$ cat config.mk
export PLATFORM = sky130hd
export DESIGN_NAME = scalar_kalman_filter_top_flat
export DESIGN_NICKNAME = d
export VERILOG_FILES = /design/src/hw/rtl/skf_pkg.sv /design/src/hw/rtl/skf_in_if.sv /design/src/hw/rtl/skf_out_if.sv /design/src/hw/rtl/skf_ctrl.sv /design/src/hw/rtl/skf_dp.sv /design/src/hw/rtl/scalar_kalman_filter_top.sv /design/src/flat_wrapper.sv
export SDC_FILE = /design/constraint.sdc
export NUM_CORES = 2
export LEC_CHECK = 0
export ABC_CLOCK_PERIOD_IN_PS = 11700
export BUFFER_PORTS_ARGS = -buffer_cell sky130_fd_sc_hd__buf_2
export CAP_MARGIN = 25
export CELL_PAD_IN_SITES_DETAIL_PLACEMENT = 0
export CELL_PAD_IN_SITES_GLOBAL_PLACEMENT = 1
export CORE_MARGIN = 2
export CORE_UTILIZATION = 51
export CTS_CLUSTER_SIZE = 24
export DETAILED_ROUTE_END_ITERATION = 12
export PLACE_DENSITY_LB_ADDON = 0.12
export RECOVER_POWER = 100
export SYNTH_ARGS = -nofsm -noshare
export SYNTH_HDL_FRONTEND = slang
export SYNTH_SLANG_ARGS = --single-unit
$ cat constraint.sdc
create_clock -name clk -period 11.7 [get_ports clk]
set_input_delay 2.34 -clock clk [delete_from_list [all_inputs] [get_ports clk]]
set_output_delay 2.34 -clock clk [all_outputs]
set_load 0.05 [all_outputs]
$ cat src/hw/rtl/skf_pkg.sv
// Package for the scalar Kalman filter: widths, reset values, register indexes,
// controller state and the command/status structs between controller and datapath.
// No dependencies.
`default_nettype none

package skf_pkg;

	localparam int unsigned MEAS_W = 16;
	localparam int unsigned COV_W  = 24;
	localparam int unsigned GAIN_W = 16;
	localparam int unsigned DEN_W  = COV_W + 1;
	localparam int unsigned REM_W  = COV_W + 2;
	localparam int unsigned CNT_W  = $clog2(GAIN_W);

	localparam logic [COV_W-1:0]  COV_MAX       = {COV_W{1'b1}};
	localparam logic [COV_W-1:0]  Q_ONE         = 24'h01_0000;
	localparam logic [GAIN_W-1:0] GAIN_MAX      = {GAIN_W{1'b1}};
	localparam logic [COV_W-1:0]  RST_PROC_NOISE = '0;
	localparam logic [COV_W-1:0]  RST_MEAS_NOISE = Q_ONE;
	localparam logic [MEAS_W-1:0] RST_ESTIMATE   = '0;
	localparam logic [COV_W-1:0]  RST_COVARIANCE = Q_ONE;

	typedef enum logic [1:0] {
		CFG_PROCESS_NOISE      = 2'd0,
		CFG_MEASUREMENT_NOISE  = 2'd1,
		CFG_INITIAL_ESTIMATE   = 2'd2,
		CFG_INITIAL_COVARIANCE = 2'd3
	} cfg_reg_t;

	typedef enum logic [2:0] {
		ST_IDLE,
		ST_PRED,
		ST_DINIT,
		ST_DIV,
		ST_MULX,
		ST_MULP,
		ST_FIN
	} state_t;

	typedef struct packed {
		logic load;
		logic pred;
		logic dinit;
		logic div_step;
		logic mul_x;
		logic mul_p;
		logic finish;
	} cmd_t;

	typedef struct packed {
		logic div_skip;
		logic out_free;
	} status_t;

endpackage

`default_nettype wire

$ cat src/hw/rtl/skf_in_if.sv
// Measurement channel: valid/ready handshake carrying one signed Q8.8 sample.
// Depends on skf_pkg.
`default_nettype none

interface skf_in_if;
	logic                                valid;
	logic                                ready;
	logic signed [skf_pkg::MEAS_W-1:0]   measurement;

	modport source (output valid, output measurement, input ready);
	modport sink (input valid, input measurement, output ready);
endinterface

`default_nettype wire

$ cat src/hw/rtl/skf_out_if.sv
// Result channel: valid/ready handshake carrying estimate, covariance and gain.
// Depends on skf_pkg.
`default_nettype none

interface skf_out_if;
	logic                                valid;
	logic                                ready;
	logic signed [skf_pkg::MEAS_W-1:0]   estimate;
	logic [skf_pkg::COV_W-1:0]           covariance;
	logic [skf_pkg::GAIN_W-1:0]          gain;

	modport source (output valid, output estimate, output covariance, output gain,
		input ready);
	modport sink (input valid, input estimate, input covariance, input gain,
		output ready);
endinterface

`default_nettype wire

$ cat src/hw/rtl/skf_ctrl.sv
// Controller of the scalar Kalman filter: sequences predict, serial divide,
// the two multiplies and write-back. Depends on skf_pkg.
`default_nettype none

module skf_ctrl (
	input  wire logic              clk,
	input  wire logic              arst_n,
	input  wire logic              in_valid,
	output logic                   in_ready,
	input  wire skf_pkg::status_t  status,
	output skf_pkg::cmd_t          cmd
);

	skf_pkg::state_t               state_q, state_d;
	logic [skf_pkg::CNT_W-1:0]     cnt_q;
	logic                          cnt_last;

	assign cnt_last = (cnt_q == skf_pkg::CNT_W'(skf_pkg::GAIN_W - 1));

	always_ff @(posedge clk or negedge arst_n) begin
		if (!arst_n) begin
			state_q <= skf_pkg::ST_IDLE;
			cnt_q   <= '0;
		end else begin
			state_q <= state_d;
			if (cmd.dinit) begin
				cnt_q <= '0;
			end else if (cmd.div_step) begin
				cnt_q <= cnt_q + 1'b1;
			end
		end
	end

	always_comb begin
		state_d = state_q;
		unique case (state_q)
			skf_pkg::ST_IDLE:  if (in_valid) state_d = skf_pkg::ST_PRED;
			skf_pkg::ST_PRED:  state_d = skf_pkg::ST_DINIT;
			skf_pkg::ST_DINIT: state_d = status.div_skip ? skf_pkg::ST_MULX : skf_pkg::ST_DIV;
			skf_pkg::ST_DIV:   if (cnt_last) state_d = skf_pkg::ST_MULX;
			skf_pkg::ST_MULX:  state_d = skf_pkg::ST_MULP;
			skf_pkg::ST_MULP:  state_d = skf_pkg::ST_FIN;
			skf_pkg::ST_FIN:   if (status.out_free) state_d = skf_pkg::ST_IDLE;
			default:           state_d = skf_pkg::ST_IDLE;
		endcase
	end

	always_comb begin
		cmd      = '0;
		in_ready = 1'b0;
		unique case (state_q)
			skf_pkg::ST_IDLE: begin
				in_ready = 1'b1;
				cmd.load = in_valid;
			end
			skf_pkg::ST_PRED:  cmd.pred     = 1'b1;
			skf_pkg::ST_DINIT: cmd.dinit    = 1'b1;
			skf_pkg::ST_DIV:   cmd.div_step = 1'b1;
			skf_pkg::ST_MULX:  cmd.mul_x    = 1'b1;
			skf_pkg::ST_MULP:  cmd.mul_p    = 1'b1;
			skf_pkg::ST_FIN:   cmd.finish   = status.out_free;
			default: ;
		endcase
	end

endmodule

`default_nettype wire

$ cat src/hw/rtl/skf_dp.sv
// Datapath of the scalar Kalman filter: configuration and filter state, the
// restoring gain divider, the two multipliers and the result register.
// Depends on skf_pkg.
`default_nettype none

module skf_dp (
	input  wire logic                              clk,
	input  wire logic                              arst_n,
	input  wire logic                              cfg_we,
	input  wire skf_pkg::cfg_reg_t                 cfg_sel,
	input  wire logic [skf_pkg::COV_W-1:0]         cfg_data,
	input  wire skf_pkg::cmd_t                     cmd,
	output skf_pkg::status_t                       status,
	input  wire logic signed [skf_pkg::MEAS_W-1:0] in_measurement,
	output logic                                   out_valid,
	input  wire logic                              out_ready,
	output logic signed [skf_pkg::MEAS_W-1:0]      out_estimate,
	output logic [skf_pkg::COV_W-1:0]              out_covariance,
	output logic [skf_pkg::GAIN_W-1:0]             out_gain
);

	localparam int unsigned MW = skf_pkg::MEAS_W;
	localparam int unsigned CW = skf_pkg::COV_W;
	localparam int unsigned GW = skf_pkg::GAIN_W;
	localparam int unsigned PXW = 2 * (MW + 1);        // K * (z - x)
	localparam int unsigned FW  = PXW + 1;             // x * 2^16 + K * (z - x)
	localparam int unsigned PPW = (GW + 1) + CW;       // (1 - K) * Pp

	logic [CW-1:0]                 q_q, r_q, cov_q, pp_q, covn_q;
	logic signed [MW-1:0]          est_q, z_q;
	logic [skf_pkg::DEN_W-1:0]     den_q;
	logic [skf_pkg::REM_W-1:0]     rem_q;
	logic [GW-1:0]                 quo_q;
	logic signed [PXW-1:0]         prodx_q;
	logic                          out_valid_q;

	// predict
	logic [CW:0]                   pred_sum;
	logic [CW-1:0]                 pp_next;
	// divider step
	logic [skf_pkg::REM_W-1:0]     rem_sh, den_ext;
	logic                          rem_ge;
	// multipliers
	logic signed [MW:0]            k_s, diff;
	logic [GW:0]                   one_minus_k;
	logic [PPW-1:0]                prodp;
	// estimate rounding
	logic signed [FW-1:0]          full;
	logic signed [FW-GW-1:0]       qt;
	logic signed [MW-1:0]          est_next;

	assign pred_sum = {1'b0, cov_q} + {1'b0, q_q};
	assign pp_next  = pred_sum[CW] ? skf_pkg::COV_MAX : pred_sum[CW-1:0];

	assign rem_sh  = {rem_q[skf_pkg::REM_W-2:0], 1'b0};
	assign den_ext = {1'b0, den_q};
	assign rem_ge  = (rem_sh >= den_ext);

	assign k_s         = $signed({1'b0, quo_q});
	assign diff        = {z_q[MW-1], z_q} - {est_q[MW-1], est_q};
	assign one_minus_k = {1'b1, {GW{1'b0}}} - {1'b0, quo_q};
	assign prodp       = {{CW{1'b0}}, one_minus_k} * {{(GW+1){1'b0}}, pp_q};

	// Truncate toward zero: bump a negative quotient when bits were dropped.
	assign full = $signed({{(FW-MW-GW){est_q[MW-1]}}, est_q, {GW{1'b0}}})
		+ $signed({prodx_q[PXW-1], prodx_q});
	assign qt   = full[FW-1:GW] + $signed({{(FW-GW-1){1'b0}},
		(full[FW-1] && (|full[GW-1:0]))});

	always_comb begin
		if (qt[FW-GW-1:MW-1] == '0 || qt[FW-GW-1:MW-1] == '1) begin
			est_next = qt[MW-1:0];
		end else if (qt[FW-GW-1]) begin
			est_next = {1'b1, {(MW-1){1'b0}}};
		end else begin
			est_next = {1'b0, {(MW-1){1'b1}}};
		end
	end

	assign status.div_skip = (r_q == '0);
	assign status.out_free = !out_valid_q || out_ready;

	// Configuration and filter state.
	always_ff @(posedge clk or negedge arst_n) begin
		if (!arst_n) begin
			q_q         <= skf_pkg::RST_PROC_NOISE;
			r_q         <= skf_pkg::RST_MEAS_NOISE;
			est_q       <= skf_pkg::RST_ESTIMATE;
			cov_q       <= skf_pkg::RST_COVARIANCE;
			out_valid_q <= 1'b0;
		end else begin
			if (cfg_we) begin
				unique case (cfg_sel)
					skf_pkg::CFG_PROCESS_NOISE:      q_q   <= cfg_data;
					skf_pkg::CFG_MEASUREMENT_NOISE:  r_q   <= cfg_data;
					skf_pkg::CFG_INITIAL_ESTIMATE:   est_q <= cfg_data[MW-1:0];
					skf_pkg::CFG_INITIAL_COVARIANCE: cov_q <= cfg_data;
					default: ;
				endcase
			end
			if (cmd.finish) begin
				est_q       <= est_next;
				cov_q       <= covn_q;
				out_valid_q <= 1'b1;
			end else if (out_ready) begin
				out_valid_q <= 1'b0;
			end
		end
	end

	// Working registers.
	always_ff @(posedge clk) begin
		if (cmd.load) begin
			z_q <= in_measurement;
		end
		if (cmd.pred) begin
			pp_q <= pp_next;
		end
		if (cmd.dinit) begin
			den_q <= {1'b0, pp_q} + {1'b0, r_q};
			rem_q <= {2'b00, pp_q};
			// no noise term: gain is one (clamped) or zero
			quo_q <= (pp_q == '0) ? '0 : skf_pkg::GAIN_MAX;
		end
		if (cmd.div_step) begin
			rem_q <= rem_ge ? (rem_sh - den_ext) : rem_sh;
			quo_q <= {quo_q[GW-2:0], rem_ge};
		end
		if (cmd.mul_x) begin
			prodx_q <= k_s * diff;
		end
		if (cmd.mul_p) begin
			covn_q <= prodp[PPW-2:GW];
		end
		if (cmd.finish) begin
			out_estimate   <= est_next;
			out_covariance <= covn_q;
			out_gain       <= quo_q;
		end
	end

	assign out_valid = out_valid_q;

endmodule

`default_nettype wire

$ cat src/hw/rtl/scalar_kalman_filter_top.sv
// Scalar Kalman filter top level. An accepted item passes through predict, divider
// setup, 16 restoring divide steps (skipped when the sensor noise register is zero),
// two multiplies and write-back before result valid rises; a new item is accepted
// only once the controller is back in idle; write-back stalls while the previous
// result waits. Reset (arst_n, async) loads Q=0, R=1.0, estimate 0 and covariance
// 1.0 and leaves the result channel empty.
`default_nettype none

module scalar_kalman_filter_top (
	input  wire logic                       clk,
	input  wire logic                       arst_n,
	input  wire logic                       cfg_we,
	input  wire logic [1:0]                 cfg_index,
	input  wire logic [skf_pkg::COV_W-1:0]  cfg_data,
	skf_in_if.sink                          sample,
	skf_out_if.source                       result
);

	skf_pkg::cmd_t     cmd;
	skf_pkg::status_t  status;
	logic              in_ready;

	// Controller: walks one item through predict, divide, multiply, write-back.
	// Takes items only in idle; the user must not let config writes race the datapath.
	skf_ctrl u_ctrl (
		.clk      (clk),
		.arst_n   (arst_n),
		.in_valid (sample.valid),
		.in_ready (in_ready),
		.status   (status),
		.cmd      (cmd)
	);

	// Datapath: the result register decouples the output side, so the next item
	// is taken while a finished result still waits for the sink.
	skf_dp u_dp (
		.clk            (clk),
		.arst_n         (arst_n),
		.cfg_we         (cfg_we),
		.cfg_sel        (skf_pkg::cfg_reg_t'(cfg_index)),
		.cfg_data       (cfg_data),
		.cmd            (cmd),
		.status         (status),
		.in_measurement (sample.measurement),
		.out_valid      (result.valid),
		.out_ready      (result.ready),
		.out_estimate   (result.estimate),
		.out_covariance (result.covariance),
		.out_gain       (result.gain)
	);

	assign sample.ready = in_ready;

	// An accepted item keeps the input closed for the following cycle.
	a_busy_after_accept: assert property (@(posedge clk) disable iff (!arst_n)
		sample.valid && sample.ready |=> !sample.ready)
		else $error("input reopened right after accept");

	// A fresh result only appears at the end of an item's processing.
	a_result_from_item: assert property (@(posedge clk) disable iff (!arst_n)
		$rose(result.valid) |-> $past(!sample.ready))
		else $error("result raised without an item in flight");

	// Write-back is issued only when the result register can take it.
	a_finish_slot: assert property (@(posedge clk) disable iff (!arst_n)
		cmd.finish |-> (!result.valid || result.ready))
		else $error("result overwritten before it was taken");

endmodule

`default_nettype wire
$ cat src/flat_wrapper.sv
// flat-port wrapper written by rule: the top's interface ports become plain ports
module scalar_kalman_filter_top_flat 
  (clk, arst_n, cfg_we, cfg_index, cfg_data, sample_valid, sample_measurement, sample_ready, result_valid, result_estimate, result_covariance, result_gain, result_ready);
  skf_in_if sample_i ();
  skf_out_if result_i ();
  input  wire logic clk;
  input  wire logic arst_n;
  input  wire logic cfg_we;
  input  wire logic [1:0] cfg_index;
  input  wire logic [skf_pkg::COV_W-1:0] cfg_data;
  input wire logic [$bits(sample_i.valid)-1:0] sample_valid;
  input wire logic [$bits(sample_i.measurement)-1:0] sample_measurement;
  output wire logic [$bits(sample_i.ready)-1:0] sample_ready;
  output wire logic [$bits(result_i.valid)-1:0] result_valid;
  output wire logic [$bits(result_i.estimate)-1:0] result_estimate;
  output wire logic [$bits(result_i.covariance)-1:0] result_covariance;
  output wire logic [$bits(result_i.gain)-1:0] result_gain;
  input wire logic [$bits(result_i.ready)-1:0] result_ready;
  assign sample_i.valid = sample_valid;
  assign sample_i.measurement = sample_measurement;
  assign sample_ready = sample_i.ready;
  assign result_valid = result_i.valid;
  assign result_estimate = result_i.estimate;
  assign result_covariance = result_i.covariance;
  assign result_gain = result_i.gain;
  assign result_i.ready = result_ready;
  scalar_kalman_filter_top u_core (.clk(clk), .arst_n(arst_n), .cfg_we(cfg_we), .cfg_index(cfg_index), .cfg_data(cfg_data), .sample(sample_i), .result(result_i));
endmodule
---- Word-level counts from Yosys, hierarchy flattened ----
Index checks and enable logic that the tools add are counted.
storage, ports and cells
  flip-flop bits (word level) ............. 316
  input bits .............................. 47
  output and inout bits ................... 58
  logic and storage cells ................. 93
cells by class
  add/subtract/negate cells ............... 8
  multipliers ............................. 2
  magnitude comparators ................... 1
  eq/ne operators ......................... 14
  multiplexer cells ....................... 31
  reduce and logical (&&, ||, !) cells .... 20
operators with widths
  kind                                                 number
  2-to-1 mux 16 bit                                    8
  2-to-1 mux 25 bit                                    3
  2-to-1 mux 24 bit                                    3
  adder 24 x 24 -> 25 bit                              2
  zero test 24 bit                                     2
  multiplier 17 x 24 -> 40 bit                         1
  adder 32 x 34 -> 35 bit                              1
  multiplier 17 x 17 -> 34 bit                         1
  >= comparator 26 x 25 -> 1 bit                       1
  subtractor 25 bit                                    1
  case mux 3 bit (7 select lines)                      1
  adder 19 x 1 -> 19 bit                               1
  subtractor 16 x 16 -> 17 bit                         1
  subtractor 17 x 16 -> 17 bit (first input constant)  1
  OR reduction 16 bit                                  1
  2-to-1 mux 3 bit                                     4
  2-to-1 mux 1 bit                                     10
  nonzero test 2 bit                                   5
  == test 3 bit (second input constant)                3
  == test 4 bit (second input constant)                2
  2-to-1 mux 4 bit                                     2
  AND reduction 2 bit                                  4
  == test 3 x 2 -> 1 bit (second input constant)       2
  != test 2 bit (second input constant)                3
  other kinds (11)                                     13

---- Longest topological paths before layout ----
  depth after elaboration ................. 8
  depth in mapped cells ................... 37
  gate-level depth less buffers ........... 36

---- Cells and area by module ----
A second synthesis with hierarchy kept.
second synthesis, totals
  cell total of the unflattened synthesis .. 4222
  area total of the unflattened synthesis .. 39875.7 um^2
modules (own cells, without submodules)
  module    times used  cells an instance  area an instance (um^2)  sequential area each (um^2)
  skf_dp    1           4169               39429.1                  8836.0
  skf_ctrl  1           53                 446.7                    175.2

---- Worst setup path after synthesis ----
OpenSTA, ideal clock, no wires.
  kind .................................... register -> register
  from .................................... reg u_core.u_dp.quo_q[2]
  to ...................................... reg u_core.u_dp.covn_q[22], data pin
  arrival time ............................ 8.363 ns
  data required time ...................... 11.563 ns
  setup slack ............................. 3.199 ns
  cell stages (with the launch flop) ...... 33
  period minus slack after synthesis ...... 8.501 ns
  cell sequence ........................... edfxtp_1 clkbuf_1 or4_1 nor2_1 nand2_1 or4_1 clkbuf_1 xnor2_1 clkbuf_1 nand2_1 fa_1 inv_1 fa_1 inv_1 fa_1 inv_1 fa_1 inv_1 fa_1 inv_1 fa_1 ha_1 and3_1 and2_1 a22oi_1 a31oi_1 a211o_1 a31oi_1 o221ai_1 a211oi_1 nor3_1 or4_1 nand4_1
on the way
  longest elaborated chain between the ends .. 2
RTL lines
  item                             line           source
  from (decl)                      skf_dp.sv:33   logic [GW-1:0] quo_q;
  from (signal assigned)           skf_dp.sv:123  quo_q <= (pp_q == '0) ? '0 : skf_pkg::GAIN_MAX;
  from (signal assigned)           skf_dp.sv:127  quo_q <= {quo_q[GW-2:0], rem_ge};
  subtractor 17 x 16 -> 17 bit     skf_dp.sv:61   assign one_minus_k = {1'b1, {GW{1'b0}}} - {1'b0, quo_q};
  multiplier 17 x 24 -> 40 bit     skf_dp.sv:62   assign prodp = {{CW{1'b0}}, one_minus_k} * {{(GW+1){1'b0}}, pp_q};
  named net u_core.u_dp.prodp[38]  skf_dp.sv:46   logic [PPW-1:0] prodp;
  to (signal assigned)             skf_dp.sv:133  covn_q <= prodp[PPW-2:GW];
  to (decl)                        skf_dp.sv:29   logic [CW-1:0] q_q, r_q, cov_q, pp_q, covn_q;
The timed path passes the listed nets, and every way through them passes these cells.
A chain may end at the register's enable or synchronous reset.

---- Worst setup path after layout ----
  from .................................... reg u_core.u_dp.est_q[1]
  to ...................................... reg u_core.u_dp.prodx_q[33], data pin
on the way
  longest elaborated chain between the ends .. 2
RTL lines
  item                          line           source
  from (decl)                   skf_dp.sv:30   logic signed [MW-1:0] est_q, z_q;
  from (signal assigned)        skf_dp.sv:88   est_q <= skf_pkg::RST_ESTIMATE;
  from (signal assigned)        skf_dp.sv:96   skf_pkg::CFG_INITIAL_ESTIMATE: est_q <= cfg_data[MW-1:0];
  from (signal assigned)        skf_dp.sv:102  est_q <= est_next;
  subtractor 16 x 16 -> 17 bit  skf_dp.sv:60   assign diff = {z_q[MW-1], z_q} - {est_q[MW-1], est_q};
  multiplier 17 x 17 -> 34 bit  skf_dp.sv:130  prodx_q <= k_s * diff;
  to (signal assigned)          skf_dp.sv:130
  to (decl)                     skf_dp.sv:34   logic signed [PXW-1:0] prodx_q;
Every way passes these cells.

==> flow_metrics.py <==
metrics = {
    "clocking": {
        "clock-root-buffer": "clkbuf_16",
        "cts_tree": "built",
        "post_cts_buffers": 0,
        "clk_pin_slew_worst_paths_ps": 60,
        "cts_buffer_depth": 3,
        "cts_buffers": 39,
        "clk_latency_ps": 590,
        "cts.sinks": 316,
        "cts.htree.levels": 2,
        "ctsHoldBuffers": 0,
        "cts_resized": 0,
    },
    "yosys": {
        "syn_inst": 4249,
        "synth_area_um2": 39700,
        "yosys_warnings": 0,
        "yosysSeqAreaShare_pct": 22.7,
        "synth_top_area_cell": "fa_1",
        "synth_edf_count": 220,
        "async_flop_share_pct": 30.4,
        "syn_area_per_cell_um2": 9.35,
        "synthTopCellsByArea": "fa_1, edfxtp_1, ha_1",
        "synth-seq-cells": 316,
        "synth_nets": 5184,
        "ys_types": 85,
        "netlist.area_leader.share_pct": 27.2,
        "synth_flop_cell": "edfxtp_1",
    },
    "floorplan": {
        "io_pins": 105,
        "initial_core_util_pct": 51.4,
        "die_w_um": 283,
        "coreArea_um2": 77300,
        "die_y_um": 283,
        "rows": 102,
        "dieArea_um2": 80100,
    },
    "placed_design": {
        "portBuffers": 104,
        "gp_congestion": 0.882,
        "dpl.hpwl_um": 84400,
    },
    "routing": {
        "avgRoutedWirePerCell_um": 21.0,
        "routed_via_density": 5.50,
        "vias": 29500,
        "first_iter_violations": 2039,
        "drc": 0,
        "antenna_left": 0,
        "routed_wl_um": 112000,
        "drt-pass1-iter-count": 5,
    },
    "critical_path": {
        "r2r_slack_ps": 1900,
        "end_kind": "flop",
        "r2r_end": "u_core.u_dp.prodx_q[33]",
        "startpoint_type": "flop",
        "r2r_cells": 36,
        "crit_fanout": 25,
        "r2r_start": "u_core.u_dp.est_q[1]",
        "cp.required_ps": 12020,
        "slowest_delay_ps": 860,
        "critPathKind": "flop to flop",
        "crit_slowest_cell": "clkbuf_1",
        "cp.arrival_ps": 10130,
    },
    "global_route": {
        "grt_overflow": 0,
        "grt_max_degree": 70,
        "grt_pass1_wl_um": 176000,
        "grt.total_usage_pct": 28.4,
        "antenna_found_initial": 5,
        "first_global_vias": 30200,
    },
    "run": {
        "maxCapViolCount": 13,
    },
    "sta": {
        "hold_viol_final": 0,
        "fmax_mhz": 102,
        "tns_ps": 0,
        "grt_setup_unrepaired": "false",
        "tightest_slew_ps": 3990,
        "finalMaxSlewViolations": 491,
        "finClkSkew_ps": 28.1,
        "finalCritPeriodShare_pct": 83.8,
        "post-route-min-period_ps": 9800,
        "relSlewSlack_pct": -166,
        "setup_viol": 0,
    },
    "hold_path": {
        "hold-path-endpoint": "u_core.u_dp.out_covariance[23]",
        "whs_path_depth": 0,
        "hold_path_class": "flop to flop",
        "worstHoldStart": "u_core.u_dp.covn_q[23]",
    },
    "status": {
        "outcome": "complete, but fails checks",
        "violations": "capacitance limit, slew limit",
    },
    "cells_and_area": {
        "nets": 5220,
        "drive_above_1_share_pct": 6.23,
        "syn2layout_area_growth_pct": 7.30,
    },
}
[layout by cell type, fill, tap and decap left out, types with 18 or more instances in the layout]
| master | count |
|---|---|
| nor3_1 | 52 |
| edfxtp_1 | 220 |
| o21ai_0 | 124 |
| clkbuf_1 | 96 |
| ha_1 | 348 |
| xor2_1 | 34 |
| and2_1 | 182 |
| a21oi_1 | 112 |
| dfrtp_1 | 94 |
| mux2i_1 | 28 |
| nand2_1 | 618 |
| nand2b_1 | 35 |
| mux2_2 | 47 |
| nand3b_1 | 23 |
| inv_1 | 768 |
| clkbuf_16 | 40 |
| nand4_1 | 18 |
| nor2_1 | 163 |
| o21a_1 | 30 |
| a21o_1 | 54 |
| buf_4 | 59 |
| a211oi_1 | 18 |
| nor4_1 | 22 |
| fa_1 | 540 |
| buf_2 | 41 |
| nand3_1 | 60 |
| and3_1 | 54 |
| a31oi_1 | 39 |
| nor2b_1 | 46 |
| xnor2_1 | 96 |
[cell families after synthesis]
family	synth area share (%)
and+or+nand+nor	16.2
DFF	22.7
AOI/OAI and AO/OA	8.35
adders and majority gates	38.2
buffers and inverters	9.21
xor gates and xnor gates	3.28
muxes	2.12
[cell type report]
class | count | area [um2]
Fill cell | 7184 | 34700
Multi-Input combinational cell | 2965 | 27200
Sequential cell | 316 | 9010
Inverter | 771 | 2900
Tap cell | 1040 | 1300
Clock buffer | 50 | 1090
Timing Repair Buffer | 192 | 1000
Clock inverter | 22 | 145
Antenna cell | 1 | 2.50
[worst max-delay path, delay by kind of cell (launching register included)]
kind / cells / cell delay (ps)
xor gates and xnor gates: 1 / 70
and+or+nand+nor: 5 / 990
DFF: 1 / 470
AOI/OAI and AO/OA: 14 / 3230
adders and majority gates: 8 / 3260
buffers and inverters: 8 / 1520
[state kept, by name (all words and copies together) (netlist names)]
| signal | count |
|---|---|
| u_core.u_dp.out_covariance | 24 |
| u_core.u_dp.quo_q | 16 |
| u_core.u_dp.prodx_q | 34 |
| u_core.u_dp.den_q | 25 |
| u_core.u_ctrl.cnt_q | 4 |
| u_core.u_dp.pp_q | 24 |
| u_core.u_dp.cov_q | 24 |
| u_core.u_dp.est_q | 16 |
| u_core.u_dp.out_valid | 1 |
| u_core.u_dp.covn_q | 24 |
| u_core.u_dp.rem_q | 25 |
| u_core.u_dp.out_gain | 16 |
| u_core.u_dp.z_q | 16 |
| u_core.u_dp.out_estimate | 16 |
| u_core.u_ctrl.state_q | 3 |
| u_core.u_dp.r_q | 24 |
| u_core.u_dp.q_q | 24 |
[Yosys cell counts (5+ instances only)]
| cell | instances |
|---|---|
| mux2i_1 | 28 |
| nand3_1 | 59 |
| nand2b_1 | 35 |
| xor2_1 | 37 |
| nor3_1 | 52 |
| a211o_1 | 7 |
| dfrtp_1 | 94 |
| a211oi_1 | 18 |
| o2111ai_1 | 7 |
| nand3b_1 | 23 |
| nor3b_1 | 6 |
| a32oi_1 | 10 |
| a41oi_1 | 5 |
| xnor2_1 | 106 |
| nor2_1 | 164 |
| or2_2 | 14 |
| nand4_1 | 18 |
| o31ai_1 | 12 |
| edfxtp_1 | 220 |
| a31o_2 | 7 |
| and3_1 | 54 |
| nand2_2 | 9 |
| or3_1 | 14 |
| o211ai_1 | 15 |
| a31oi_1 | 39 |
| nand2_1 | 618 |
| a2111oi_0 | 5 |
| nor4_1 | 22 |
| fa_1 | 540 |
| nor2b_1 | 45 |
| mux2_2 | 50 |
| inv_1 | 768 |
| o21bai_1 | 10 |
| a21oi_1 | 112 |
| buf_1 | 9 |
| clkbuf_1 | 186 |
| o21ai_0 | 123 |
| a21o_1 | 54 |
| and2_1 | 187 |
| o21a_1 | 30 |
| a21boi_0 | 8 |
| o311ai_0 | 17 |
| ha_1 | 348 |
[layer usage]
metal	vias to the layer above	part of all wire, %	GRT usage (%)
met4	0	2.5	7.28
met1	14900	45	39.8
met2	749	48	47.2
met5	-	0	0
li1	13700	-	-
met3	146	5.1	3.23
[through the flow]
stage                     cells  instance area [um2]  hold slack [ps]  setup slack, ps  utilization, %
after CTS                  5353                42800              449             2200            55.4
after detailed placement   5281                41600              439             2250            53.8
after global routing       5357                42600              455             1160            55.1
after global placement     5280                41600              441             2450            53.8
after floorplan            4249                39700              424             3200               -
final                      5357                42600              451             1900            55.1
[worst max-delay path by stage]
stage                              start                       to  slack, ps
floorplan           u_core.u_dp.quo_q[2]   u_core.u_dp.covn_q[22]       3200
global placement    u_core.u_dp.quo_q[3]   u_core.u_dp.covn_q[22]       2450
global route        u_core.u_dp.est_q[1]  u_core.u_dp.prodx_q[32]       1160
finish              u_core.u_dp.est_q[1]  u_core.u_dp.prodx_q[33]       1900
CTS                 u_core.u_dp.quo_q[3]   u_core.u_dp.covn_q[22]       2200
detailed placement  u_core.u_dp.quo_q[3]   u_core.u_dp.covn_q[22]       2250
Power is left out: the tool's default activity adds up to more than one toggle a clock period on the data nets, which glitch-free logic cannot reach.
